**config.mk**
```make
export PLATFORM = sky130hd
export DESIGN_NAME = morse_phrase_blinker_unit
export DESIGN_NICKNAME = d
export VERILOG_FILES = /design/src/rtl/core/mpb_pkg.sv /design/src/rtl/core/mpb_phrase_mem.sv /design/src/rtl/core/mpb_sequencer.sv /design/src/rtl/core/morse_phrase_blinker_unit.sv
export VERILOG_INCLUDE_DIRS = /design/src /design/src/rtl/core
export SDC_FILE = /design/constraint.sdc
export NUM_CORES = 1
export LEC_CHECK = 0
export BUFFER_PORTS_ARGS = -buffer_cell sky130_fd_sc_hd__buf_2
export CORE_MARGIN = 10
export CORE_UTILIZATION = 54
export DETAILED_ROUTE_END_ITERATION = 12
export PLACE_DENSITY = 0.74
export SYNTH_ARGS = -nofsm -noshare
export SYNTH_HDL_FRONTEND = slang
export SYNTH_HIERARCHICAL = 1
export SYNTH_SLANG_ARGS = --single-unit
export TNS_END_PERCENT = 1
```
**constraint.sdc**
```tcl
create_clock -name clock -period 7.5 [get_ports clock]
set_input_delay 1.125 -clock clock [delete_from_list [all_inputs] [get_ports clock]]
set_output_delay 1.125 -clock clock [all_outputs]
set_load 0.02 [all_outputs]
```
**src/rtl/core/morse_phrase_blinker_unit_defines.svh**
```systemverilog
// Assertion macros shared by the morse phrase blinker RTL.
`ifndef MORSE_PHRASE_BLINKER_UNIT_DEFINES_SVH
`define MORSE_PHRASE_BLINKER_UNIT_DEFINES_SVH

`ifndef SYNTHESIS
`define MPB_ASSERT(label, clk, rst, prop) \
   label: assert property (@(posedge clk) disable iff (rst) prop) \
      else $error("%m: assertion failed");
`define MPB_ASSERT_ALWAYS(label, clk, prop) \
   label: assert property (@(posedge clk) prop) \
      else $error("%m: assertion failed");
`else
`define MPB_ASSERT(label, clk, rst, prop)
`define MPB_ASSERT_ALWAYS(label, clk, prop)
`endif

`endif

```
**src/rtl/core/mpb_pkg.sv**
```systemverilog
// Shared types, constants and the character-to-pattern lookup of the Morse blinker.
package mpb_pkg;

   localparam int PHRASE_DEPTH_DEFAULT = 128;
   localparam int PATTERN_WIDTH = 19;
   localparam int SYMBOL_COUNT = 36;

   typedef enum logic [1:0] {
      REQ_WRITE   = 2'd0,
      REQ_RESTART = 2'd1,
      REQ_TICK    = 2'd2
   } req_kind_type;

   typedef enum logic [1:0] {
      CSR_DIVIDER_PERIOD = 2'd0,
      CSR_LED_INDEX      = 2'd1,
      CSR_ON_COLOR       = 2'd2,
      CSR_END_COLOR      = 2'd3
   } csr_index_type;

   localparam logic [7:0] CHAR_NUL     = 8'h00;
   localparam logic [7:0] CHAR_UPPER_A = 8'h41;
   localparam logic [7:0] CHAR_UPPER_Z = 8'h5A;
   localparam logic [7:0] CHAR_LOWER_A = 8'h61;
   localparam logic [7:0] CHAR_LOWER_Z = 8'h7A;
   localparam logic [7:0] CHAR_DIGIT_0 = 8'h30;
   localparam logic [7:0] CHAR_DIGIT_9 = 8'h39;
   localparam logic [7:0] CASE_OFFSET  = 8'h20;
   localparam logic [5:0] DIGIT_BASE   = 6'd26;

   localparam logic [PATTERN_WIDTH-1:0] MARK_BITS = 19'h00001;
   localparam logic [4:0] MARK_LEN = 5'd7;
   localparam logic [4:0] GAP_LEN  = 5'd4;

   // Bit k of an entry is unit slot k; letters A to Z, then digits 0 to 9.
   localparam logic [PATTERN_WIDTH-1:0] SYM_BITS [SYMBOL_COUNT] = '{
      19'h0001D, 19'h00157, 19'h005D7, 19'h00057, 19'h00001, 19'h00175,
      19'h00177, 19'h00055, 19'h00005, 19'h01DDD, 19'h001D7, 19'h0015D,
      19'h00077, 19'h00017, 19'h00777, 19'h005DD, 19'h01D77, 19'h0005D,
      19'h00015, 19'h00007, 19'h00075, 19'h001D5, 19'h001DD, 19'h00757,
      19'h01DD7, 19'h00577, 19'h77777, 19'h1DDDD, 19'h07775, 19'h01DD5,
      19'h00755, 19'h00155, 19'h00557, 19'h01577, 19'h05777, 19'h17777
   };

   localparam logic [4:0] SYM_LEN [SYMBOL_COUNT] = '{
      5'd8,  5'd12, 5'd14, 5'd10, 5'd4,  5'd12, 5'd12, 5'd10, 5'd6,
      5'd16, 5'd12, 5'd12, 5'd10, 5'd8,  5'd14, 5'd14, 5'd16, 5'd10,
      5'd8,  5'd6,  5'd10, 5'd12, 5'd12, 5'd14, 5'd16, 5'd14,
      5'd22, 5'd20, 5'd18, 5'd16, 5'd14, 5'd12, 5'd14, 5'd16, 5'd18, 5'd20
   };

   typedef struct packed {
      logic [PATTERN_WIDTH-1:0] bits;
      logic [4:0]               len;
   } pattern_type;

   typedef struct packed {
      logic emit;
      logic lit;
      logic marker;
   } unit_type;

   function automatic pattern_type char_pattern(logic [7:0] code, logic marker);
      pattern_type result;
      logic [7:0]  upper;
      logic [7:0]  offset;
      result.bits = '0;
      result.len  = GAP_LEN;
      upper = (code >= CHAR_LOWER_A && code <= CHAR_LOWER_Z) ? code - CASE_OFFSET : code;
      offset = '0;
      if (marker) begin
         result.bits = MARK_BITS;
         result.len  = MARK_LEN;
      end else if (upper >= CHAR_UPPER_A && upper <= CHAR_UPPER_Z) begin
         offset = upper - CHAR_UPPER_A;
         result.bits = SYM_BITS[offset[5:0]];
         result.len  = SYM_LEN[offset[5:0]];
      end else if (upper >= CHAR_DIGIT_0 && upper <= CHAR_DIGIT_9) begin
         offset = upper - CHAR_DIGIT_0;
         result.bits = SYM_BITS[DIGIT_BASE + offset[5:0]];
         result.len  = SYM_LEN[DIGIT_BASE + offset[5:0]];
      end
      return result;
   endfunction

endpackage

```
**src/rtl/core/mpb_phrase_mem.sv**
```systemverilog
// Phrase character memory with post-reset clearing sweep and a shadow of position zero.
module mpb_phrase_mem #(
   parameter int PHRASE_DEPTH = mpb_pkg::PHRASE_DEPTH_DEFAULT,
   parameter int ADDR_WIDTH   = $clog2(PHRASE_DEPTH)
) (
   input  logic                  clock,
   input  logic                  reset,
   input  logic                  wr_en,
   input  logic [ADDR_WIDTH-1:0] wr_addr,
   input  logic [7:0]            wr_data,
   input  logic [ADDR_WIDTH-1:0] rd_addr,
   output logic [7:0]            rd_data,
   output logic [7:0]            first_char,
   output logic                  clear_busy
);

   localparam logic [ADDR_WIDTH-1:0] LAST_ADDR = ADDR_WIDTH'(PHRASE_DEPTH - 1);

   logic [7:0]            store_ff [PHRASE_DEPTH];
   logic [7:0]            rd_data_ff;
   logic [7:0]            first_char_ff;
   logic [ADDR_WIDTH-1:0] clear_addr_ff;
   logic                  clear_busy_ff;

   logic                  mem_we;
   logic [ADDR_WIDTH-1:0] mem_waddr;
   logic [7:0]            mem_wdata;

   assign mem_we    = clear_busy_ff || wr_en;
   assign mem_waddr = clear_busy_ff ? clear_addr_ff : wr_addr;
   assign mem_wdata = clear_busy_ff ? mpb_pkg::CHAR_NUL : wr_data;

   // A write in the same cycle is forwarded so the read data never lags a transfer.
   always_ff @(posedge clock) begin
      if (mem_we) begin
         store_ff[mem_waddr] <= mem_wdata;
      end
      if (mem_we && mem_waddr == rd_addr) begin
         rd_data_ff <= mem_wdata;
      end else begin
         rd_data_ff <= store_ff[rd_addr];
      end
   end

   always_ff @(posedge clock) begin
      if (reset) begin
         clear_busy_ff <= 1'b1;
         clear_addr_ff <= '0;
         first_char_ff <= mpb_pkg::CHAR_NUL;
      end else begin
         if (clear_busy_ff) begin
            if (clear_addr_ff == LAST_ADDR) begin
               clear_busy_ff <= 1'b0;
            end
            clear_addr_ff <= clear_addr_ff + 1'b1;
         end
         if (wr_en && wr_addr == '0) begin
            first_char_ff <= wr_data;
         end
      end
   end

   assign rd_data    = rd_data_ff;
   assign first_char = first_char_ff;
   assign clear_busy = clear_busy_ff;

endmodule

```
**src/rtl/core/mpb_sequencer.sv**
```systemverilog
// Tick divider, character and unit-slot sequencing, and per-unit lit decision.
module mpb_sequencer #(
   parameter int PHRASE_DEPTH = mpb_pkg::PHRASE_DEPTH_DEFAULT,
   parameter int ADDR_WIDTH   = $clog2(PHRASE_DEPTH)
) (
   input  logic                     clock,
   input  logic                     reset,
   input  logic                     go,
   input  logic [1:0]               req_kind,
   input  logic [15:0]              divider_period,
   input  logic [7:0]               next_char,
   input  logic [7:0]               first_char,
   output logic [ADDR_WIDTH-1:0]    rd_addr,
   output mpb_pkg::unit_type        unit
);

   localparam logic [ADDR_WIDTH:0] LAST_POS = (ADDR_WIDTH+1)'(PHRASE_DEPTH - 1);

   logic [15:0]           tick_div_ff, tick_div_in;
   logic [4:0]            unit_idx_ff, unit_idx_in;
   logic [ADDR_WIDTH-1:0] play_pos_ff, play_pos_in;
   logic                  ending_ff, ending_in;
   logic [7:0]            cur_char_ff, cur_char_in;

   logic                  marker;
   mpb_pkg::pattern_type  pat;
   logic [31:0]           pat_wide;
   logic                  unit_last;
   logic [ADDR_WIDTH:0]   next_pos;
   logic                  load_en;
   logic [ADDR_WIDTH-1:0] load_pos;
   logic [7:0]            load_char;

   assign marker    = ending_ff || cur_char_ff == mpb_pkg::CHAR_NUL;
   assign pat       = mpb_pkg::char_pattern(cur_char_ff, marker);
   assign pat_wide  = {{(32 - mpb_pkg::PATTERN_WIDTH){1'b0}}, pat.bits};
   assign unit_last = ({1'b0, unit_idx_ff} + 6'd1) >= {1'b0, pat.len};
   assign next_pos  = {1'b0, play_pos_ff} + 1'b1;

   // The memory always prefetches the character after the one in play.
   assign rd_addr = next_pos[ADDR_WIDTH-1:0];

   always_comb begin
      tick_div_in = tick_div_ff;
      unit_idx_in = unit_idx_ff;
      play_pos_in = play_pos_ff;
      ending_in   = ending_ff;
      cur_char_in = cur_char_ff;
      load_en     = 1'b0;
      load_pos    = '0;
      load_char   = first_char;
      unit.emit   = 1'b0;
      unit.lit    = pat_wide[unit_idx_ff];
      unit.marker = marker;

      if (go) begin
         priority if (req_kind == mpb_pkg::REQ_RESTART) begin
            tick_div_in = '0;
            load_en     = 1'b1;
         end else if (req_kind == mpb_pkg::REQ_TICK) begin
            if (tick_div_ff != divider_period) begin
               tick_div_in = tick_div_ff + 16'd1;
            end else begin
               tick_div_in = '0;
               unit.emit   = 1'b1;
               if (unit_last) begin
                  load_en = 1'b1;
                  if (!marker) begin
                     load_pos  = next_pos[ADDR_WIDTH-1:0];
                     load_char = (next_pos < LAST_POS) ? next_char : mpb_pkg::CHAR_NUL;
                  end
               end else begin
                  unit_idx_in = unit_idx_ff + 5'd1;
               end
            end
         end else begin
            tick_div_in = tick_div_ff;
         end
      end

      if (load_en) begin
         unit_idx_in = '0;
         if (load_char == mpb_pkg::CHAR_NUL) begin
            ending_in   = 1'b1;
            cur_char_in = mpb_pkg::CHAR_NUL;
            play_pos_in = '0;
         end else begin
            ending_in   = 1'b0;
            cur_char_in = load_char;
            play_pos_in = load_pos;
         end
      end
   end

   always_ff @(posedge clock) begin
      if (reset) begin
         tick_div_ff <= '0;
         unit_idx_ff <= '0;
         play_pos_ff <= '0;
         ending_ff   <= 1'b0;
         cur_char_ff <= mpb_pkg::CHAR_NUL;
      end else begin
         tick_div_ff <= tick_div_in;
         unit_idx_ff <= unit_idx_in;
         play_pos_ff <= play_pos_in;
         ending_ff   <= ending_in;
         cur_char_ff <= cur_char_in;
      end
   end

endmodule

```
**src/rtl/core/morse_phrase_blinker_unit.sv**
```systemverilog
// Morse phrase blinker: one item per cycle unless a result is held or the sweep runs.
// Each accepted item is held in an input register and processed once the result register is
// free or drains; an emitting tick loads the result register, and a new item can be taken
// every cycle while results drain. After reset the whole phrase memory is swept to zero, req_ready low.
// Configuration registers and playback state clear on reset; the csr port is always ready.
`include "morse_phrase_blinker_unit_defines.svh"

module morse_phrase_blinker_unit #(
   parameter int PHRASE_DEPTH = mpb_pkg::PHRASE_DEPTH_DEFAULT
) (
   input  logic        clock,
   input  logic        reset,
   input  logic        req_valid,
   output logic        req_ready,
   input  logic [1:0]  req_type,
   input  logic [6:0]  req_char_index,
   input  logic [7:0]  req_char_code,
   output logic        rsp_valid,
   input  logic        rsp_ready,
   output logic [7:0]  rsp_led_number,
   output logic [23:0] rsp_color,
   output logic        rsp_lit,
   output logic        rsp_in_end_marker,
   input  logic        csr_valid,
   output logic        csr_ready,
   input  logic [1:0]  csr_index,
   input  logic [23:0] csr_wdata
);

   localparam int ADDR_WIDTH = $clog2(PHRASE_DEPTH);

   logic [15:0] divider_period_ff;
   logic [7:0]  led_index_ff;
   logic [23:0] on_color_ff;
   logic [23:0] end_color_ff;

   logic        in_valid_ff, in_valid_in;
   logic [1:0]  req_type_ff;
   logic [6:0]  char_index_ff;
   logic [7:0]  char_code_ff;

   logic        rsp_valid_ff, rsp_valid_in;
   logic [7:0]  rsp_led_ff;
   logic [23:0] rsp_color_ff;
   logic        rsp_lit_ff;
   logic        rsp_marker_ff;

   logic                  proc_go;
   logic                  in_take;
   logic                  wr_en;
   logic [ADDR_WIDTH-1:0] wr_addr;
   logic [ADDR_WIDTH-1:0] rd_addr;
   logic [7:0]            next_char;
   logic [7:0]            first_char;
   logic                  clear_busy;
   mpb_pkg::unit_type     unit;

   // The held item is processed whenever the result register is free or drains this cycle.
   assign proc_go   = in_valid_ff && (!rsp_valid_ff || rsp_ready);
   assign req_ready = !clear_busy && (!in_valid_ff || proc_go);
   assign in_take   = req_valid && req_ready;
   assign csr_ready = 1'b1;

   assign wr_en   = proc_go && req_type_ff == mpb_pkg::REQ_WRITE
                    && ({25'd0, char_index_ff} < 32'(PHRASE_DEPTH));
   assign wr_addr = ADDR_WIDTH'(char_index_ff);

   mpb_phrase_mem #(
      .PHRASE_DEPTH (PHRASE_DEPTH),
      .ADDR_WIDTH   (ADDR_WIDTH)
   ) u_phrase_mem (
      .clock      (clock),
      .reset      (reset),
      .wr_en      (wr_en),
      .wr_addr    (wr_addr),
      .wr_data    (char_code_ff),
      .rd_addr    (rd_addr),
      .rd_data    (next_char),
      .first_char (first_char),
      .clear_busy (clear_busy)
   );

   mpb_sequencer #(
      .PHRASE_DEPTH (PHRASE_DEPTH),
      .ADDR_WIDTH   (ADDR_WIDTH)
   ) u_sequencer (
      .clock          (clock),
      .reset          (reset),
      .go             (proc_go),
      .req_kind       (req_type_ff),
      .divider_period (divider_period_ff),
      .next_char      (next_char),
      .first_char     (first_char),
      .rd_addr        (rd_addr),
      .unit           (unit)
   );

   always_comb begin
      in_valid_in = in_valid_ff;
      if (in_take) begin
         in_valid_in = 1'b1;
      end else if (proc_go) begin
         in_valid_in = 1'b0;
      end
      rsp_valid_in = rsp_valid_ff;
      if (proc_go && unit.emit) begin
         rsp_valid_in = 1'b1;
      end else if (rsp_ready) begin
         rsp_valid_in = 1'b0;
      end
   end

   always_ff @(posedge clock) begin
      if (reset) begin
         in_valid_ff       <= 1'b0;
         rsp_valid_ff      <= 1'b0;
         divider_period_ff <= '0;
         led_index_ff      <= '0;
         on_color_ff       <= '0;
         end_color_ff      <= '0;
      end else begin
         in_valid_ff  <= in_valid_in;
         rsp_valid_ff <= rsp_valid_in;
         if (csr_valid && csr_ready) begin
            unique case (csr_index)
               mpb_pkg::CSR_DIVIDER_PERIOD: divider_period_ff <= csr_wdata[15:0];
               mpb_pkg::CSR_LED_INDEX:      led_index_ff      <= csr_wdata[7:0];
               mpb_pkg::CSR_ON_COLOR:       on_color_ff       <= csr_wdata;
               mpb_pkg::CSR_END_COLOR:      end_color_ff      <= csr_wdata;
               default:                     led_index_ff      <= led_index_ff;
            endcase
         end
      end
   end

   always_ff @(posedge clock) begin
      if (in_take) begin
         req_type_ff   <= req_type;
         char_index_ff <= req_char_index;
         char_code_ff  <= req_char_code;
      end
      if (proc_go && unit.emit) begin
         rsp_led_ff    <= led_index_ff;
         rsp_lit_ff    <= unit.lit;
         rsp_marker_ff <= unit.marker;
         if (unit.lit) begin
            rsp_color_ff <= unit.marker ? end_color_ff : on_color_ff;
         end else begin
            rsp_color_ff <= '0;
         end
      end
   end

   assign rsp_valid         = rsp_valid_ff;
   assign rsp_led_number    = rsp_led_ff;
   assign rsp_color         = rsp_color_ff;
   assign rsp_lit           = rsp_lit_ff;
   assign rsp_in_end_marker = rsp_marker_ff;

   `MPB_ASSERT(a_emit_only_on_tick, clock, reset, proc_go && unit.emit |-> req_type_ff == mpb_pkg::REQ_TICK)
   `MPB_ASSERT(a_dark_unit_no_color, clock, reset, rsp_valid && !rsp_lit |-> rsp_color == 24'd0)
   `MPB_ASSERT(a_no_result_without_item, clock, reset, !in_valid_ff |=> !$rose(rsp_valid))
   `MPB_ASSERT_ALWAYS(a_sweep_blocks_input, clock, $fell(reset) |-> !req_ready)

endmodule
```
* Yosys cells after proc, flatten, opt, wreduce, memory -nomap -nowiden *
Memory sizes are Yosys's and may differ from the RTL's. A register that Yosys moved wholly into a read port is not among the register bits.
Index checks and enable logic that the tools add are counted.

word-level totals
  bits in latches = 0
  bits of input ports = 48
  register bits after elaboration = 178
  memories kept = 5
  output and inout port bits = 37
  memory bits (read-only) = 3,072
  bits in writable memories = 1,024
  logic and storage cells = 142

cells by class
  add/sub/neg operators = 9
  eq/ne operators = 7
  bitwise operators = 5
  order comparisons = 11
  muxes and demuxes = 53
  divide/modulo/power cells = 0
  reduce and logical (&&, ||, !) cells = 31
  multiply operators = 0
  shift-type cells = 0

memories
  memory                 depth  bits a word  rd ports  clocked after memory_dff  write ports  RTL line              text
  (name not given)       64     19           1         0                         0            mpb_pkg.sv:76         result.bits = SYM_BITS[offset[5:0]];
  (name not given)       64     19           1         0                         0            mpb_pkg.sv:80         result.bits = SYM_BITS[DIGIT_BASE + offset[5:0]];
  u_phrase_mem.store_ff  128    8            1         1                         1            mpb_phrase_mem.sv:19  logic [7:0] store_ff [PHRASE_DEPTH];
  (name not given)       64     5            1         0                         0            mpb_pkg.sv:77         result.len = SYM_LEN[offset[5:0]];
  (name not given)       64     5            1         0                         0            mpb_pkg.sv:81         result.len = SYM_LEN[DIGIT_BASE + offset[5:0]];

operators with widths
  cell                   count
  $mux 24                4
  $mux 8                 10
  $mux 19                4
  $mux 7                 8
  $mux 16                3
  $mux 5                 4
  $mux 1                 19
  $add 16x1->16 const B  1
  $ge 8x7->1 const B     2
  $le 8x7->1 const B     2
  $logic_not 8->1        2
  $ne 16x16->1           1
  $ge 7x7->1 const B     2
  $not 6->7              2
  $reduce_and 2->1       5
  $logic_and 1x1->1      9
  $add 7x1->8 const B    1
  $ge 8x6->1 const B     1
  $le 8x6->1 const B     1
  $lt 8x7->1 const B     1
  $sub 8x6->8 const B    1
  $add 7x1->7 const B    1
  $eq 7x7->1 const B     1
  $logic_not 7->1        1
  other kinds (17)       30

* Logic depth before layout (Yosys ltp) *
  word-level depth = 20
  gate-level depth with buffers = 22
  mapped depth without buffers = 19

* Cells and area by module *
The synthesis kept the hierarchy.

by module, submodules not included
  module                     cells an instance  seq. area each (µm²)  area each (µm²)  instances
  mpb_phrase_mem             1,729              31,209.9              40,433.8         1
  morse_phrase_blinker_unit  382                3,012.9               4,946.0          1
  mpb_sequencer              684                740.7                 4,703.3          1

* Least setup slack after synthesis *
No wires, ideal clock.

  path type = register to register
  start = reg u_sequencer.cur_char_ff[1]
  end = reg u_sequencer.cur_char_ff[2]
  library setup time = 0.075 ns
  setup slack = 2.420 ns
  required time = 7.425 ns
  cell stages (with the launch flop) = 23
  clock period less this slack = 5.080 ns
  buffers on the path = 5
  arrival time = 5.005 ns
  cells stage by stage = dfxtp_1 buf_2 clkinv_1 ha_1 clkbuf_1 clkbuf_1 buf_1 nor2_1 a211oi_1 a311oi_1 a211oi_1 a211oi_1 a311oi_1 ha_1 a21o_1 a211oi_1 o21a_1 or4_1 clkbuf_1 a21oi_1 a31o_1 or3_1 o22ai_1

between the ends
  longest elaborated chain between the ends = 20
  elaborated cells on any way between the ends = 41
  those cells by class = add/sub (4); order compare (7); mux (20); bitwise (2); reduce/logical (6); memory (2)

ends and longest elaborated chain
  what                                       RTL line              text
  start: declaration                         mpb_sequencer.sv:23   logic [7:0] cur_char_ff, cur_char_in;
  start signal: assignment                   mpb_sequencer.sv:101  cur_char_ff <= mpb_pkg::CHAR_NUL;
  start signal: assignment                   mpb_sequencer.sv:107  cur_char_ff <= cur_char_in;
  $ge 8x7->1 or $le 8x7->1 (tied branches)   mpb_pkg.sv:69         upper = (code >= CHAR_LOWER_A && code <= CHAR_LOWER_Z) ? code - CASE_OFFSET : code;
  $logic_and 1x1->1                          mpb_pkg.sv:69
  $mux 8                                     mpb_pkg.sv:69
  $sub 6x6->6                                mpb_pkg.sv:79         offset = upper - CHAR_DIGIT_0;
  $add 5x6->6                                mpb_pkg.sv:81
  $not 6->7 (not written as such)            mpb_pkg.sv:81
  $mem_v2 64x5                               n/a
  $mux 5 (not written as such) (2 in a row)  mpb_pkg.sv:81
  [3 not listed]                             n/a
  $ge 6x5->1                                 mpb_sequencer.sv:37   assign unit_last = ({1'b0, unit_idx_ff} + 6'd1) >= {1'b0, pat.len};
  $mux 8                                     mpb_sequencer.sv:66   if (unit_last) begin
  $mux 8                                     mpb_sequencer.sv:61   if (tick_div_ff != divider_period) begin
  $mux 8                                     mpb_sequencer.sv:60   end else if (req_kind == mpb_pkg::REQ_TICK) begin
  $mux 8                                     mpb_sequencer.sv:57   priority if (req_kind == mpb_pkg::REQ_RESTART) begin
  $mux 8                                     mpb_sequencer.sv:56   if (go) begin
  $logic_not 8->1                            mpb_sequencer.sv:83   if (load_char == mpb_pkg::CHAR_NUL) begin
  $mux 8                                     mpb_sequencer.sv:83

Several ways; a longest one is shown, not always the timed one. The select of a mux whose other input is x is not followed.
A chain may end at the register's enable or synchronous reset.

* Final worst setup path *
  start = reg u_sequencer.cur_char_ff[2]
  end = reg u_sequencer.cur_char_ff[5]

Same word-level chain as after synthesis.

==> results.tsv <==
metric	value	unit
numClockSinks	1209	
finClkSkew	58.87	ps
yosysMostFrequentCell	edfxtp_1	
route.detailed.drc	0	
dieWidth	324.5	um
wl	114600	um
clk_latency	740	ps
p_leak	20.51	nW
grtUsageMet1	29.75	%
gp_congestion	0.8533	
worstSetupPathType	flip-flop to flip-flop	
num_io_pins	85	
clockBufferDepth	3	
syn_inst	2795	
htreeDepth	3	
hold_depth	0	
async_flop_share	0	%
yosysUniqueCellTypes	82	
fillers	6370	
yosysTopAreaCellShare	64.45	%
core_area	91800	um^2
r2r_slack	1430	ps
use_met2	34.20	%
final_max_slew_viol_count	0	
avgSynthCellArea	17.92	um^2
post-route-period-util	80.92	%
synth_commonest_cells	edfxtp_1 (1075), mux4_2 (336), nor2_1 (220)	
via_per_inst	6.296	
cts_buffers	116	
drt_iter0_markers	3373	
root_buffer	clkbuf_16	
antenna_found_initial	1	
period_needed	6069	ps
grt_first_pass_wirelength	173200	um
clk_pin_slew	60	ps
synthesis.area	50080	um^2
syn-num-nets	2870	
ctsResizeCount	0	
fin_total_pwr	0.01320	W
finalHoldViolations	0	
yosysSeqAreaShare	69.81	%
synth_top_cell_by_area	edfxtp_1	
grt_use_total	21.40	%
initial_utilization	54.56	%
vdd.ir_drop.worst	0.2272	mV
synth_seq_cells	1209	
busiest_layer	met2	
cts_setup_buffers	0	
grt_max_degree	101	
required	8100	ps
cp_max_fo	17	
hp-class	flip-flop to flip-flop	
dieArea	105300	um^2
layout.nets	2952	
status	finished clean	
power_density	237.2	nW/um^2
synthTopCellsByArea	edfxtp_1 (64%), mux4_2 (15%), dfxtp_1 (5.4%)	
reg2reg_depth	20	
dieHeight	324.5	um
num_vias	26563	
dr.pass1.iters	6	
worstPathArrival	6670	ps
drv_cap	0	
area_growth	11.13	%
synth_warnings	6	
synth-edff-count	1075	
setup_viol	0	
hold_buffers	0	
ant_nets	0	
use_met3	4.663	%
worst_pin_slew	1189	ps
timing.fmax	0.1648	GHz
synth-main-ff-cell	edfxtp_1	
core.rowCount	111	
cts_tree	done	
wl_per_cell	27.15	um
critPathLaunchType	flip-flop	
rsz0062_at_grt	no	
grt_pass1_vias	26695	
drive_gt1_share	22.96	%
cp-end-kind	flip-flop	
hpwl	70330	um
tns	0	ps
port_buffers	83	
grt_remaining_overflow	0	
relSlewSlack	20.70	%
[logic make-up (layout without fill, tap and decap cells)]
| group | count (synthesis) | in the layout | synth area share, % |
|---|---|---|---|
| compound gates | 231 | 231 | 3.138 |
| buf+inv | 199 | 379 | 1.741 |
| other cells | 1 | 2 | 0.007488 |
| fa+ha+maj | 27 | 27 | 0.6745 |
| flops | 1209 | 1209 | 69.81 |
| xor+xnor | 57 | 57 | 1.024 |
| simple gates | 611 | 611 | 5.991 |
| mux | 460 | 460 | 17.61 |
[where the power goes]
group / internal [W] / total (W) / switching [W] / leakage, nW
logic: 0.0000593 / 0.000167 / 0.000108 / 5.34
clock network: 0.00328 / 0.00577 / 0.00249 / 1.87
registers: 0.00725 / 0.00727 / 0.0000133 / 13.3
[registers in the layout (all words and copies together), names as in the netlist, 5 cells and up, named ones only]
| signal | cells |
|---|---|
| rsp_led_number | 8 |
| char_code_ff | 8 |
| u_phrase_mem/first_char | 8 |
| rsp_color | 24 |
| u_sequencer/play_pos_ff | 7 |
| on_color_ff | 24 |
| u_phrase_mem/clear_addr_ff | 7 |
| end_color_ff | 24 |
| u_sequencer/cur_char_ff | 8 |
| led_index_ff | 8 |
| u_sequencer/tick_div_ff | 16 |
| divider_period_ff | 16 |
| u_phrase_mem/store_ff | 1024 |
| u_sequencer/unit_idx_ff | 5 |
| char_index_ff | 7 |
[final cells by class]
| cell class | count | area [um^2] | share of cell area [%] |
|---|---|---|---|
| Multi-Input combinational cell | 1387 | 14340 | 25.75 |
| Clock inverter | 74 | 767.0 | 1.378 |
| Timing Repair Buffer | 137 | 883.3 | 1.587 |
| Tap cell | 1243 | 1555 | 2.794 |
| Inverter | 26 | 97.59 | 0.1753 |
| Antenna cell | 1 | 2.502 | 0.004496 |
| Clock buffer | 142 | 3042 | 5.465 |
| Sequential cell | 1209 | 34980 | 62.84 |
[metrics by stage]
stage               util [%]  area (um^2)  hold WS (ps)  worst slack (ps)  cells
global placement       56.48        51850         417.1              1643   4002
CTS                    60.63        55660         434.2              1538   4218
floorplan                  -        50080         409.3              2420   2795
detailed placement     56.48        51850         418.3              1568   4002
global route           60.63        55660         445.8              1022   4218
finish                 60.63        55660         433.9              1431   4219
[routing by layer]
layer | vias to the layer above | wire [um]
met2 | 1291 | 55140
met5 | - | 39
met3 | 217 | 9832
met1 | 13730 | 46500
met4 | 6 | 3043
li1 | 11319 | -
[critical path: stages (launching register included)]
cell and delay (ps):
dfxtp_1 850, inv_1 360, ha_1 390, a21boi_2 230
xnor2_1 630, nand2_1 110, and3_1 210, a21oi_1 130
nor2_1 60, a311oi_1 280, a21oi_1 100, a2111oi_0 590
ha_1 330, a211oi_1 210, o21a_1 200, or4_1 250
buf_4 240, a21oi_1 60, a31o_1 220, or3_1 380
o22ai_1 170
[path summary, 6_finish.rpt]
kind | start | endpoint
setup / recovery | u_sequencer/cur_char_ff[2] | u_sequencer/cur_char_ff[5]
hold / removal | led_index_ff[0] | rsp_led_number[0]
setup reg to reg | u_sequencer/cur_char_ff[2] | u_sequencer/cur_char_ff[5]
hold reg to reg | led_index_ff[0] | rsp_led_number[0]
[cells in the final DEF (no fill, tap or decap), drive strengths merged, types with 7 or more instances in the layout]
master  count
nand2b    115
xor2       16
nor2b      45
mux2i     114
and3       10
ha         27
mux2       10
nor3       22
a22oi       7
nand3      38
inv        27
nand2     105
o21ai      32
nor2      221
xnor2      40
a31oi       8
edfxtp   1075
mux4      336
a21oi      62
o211ai     12
nand4      13
o32ai       7
o22ai      13
bufinv     11
dfxtp     134
buf       137
a211oi     23
clkinv     60
nor4        7
clkbuf    142
Power figures use the tool's default switching activity.
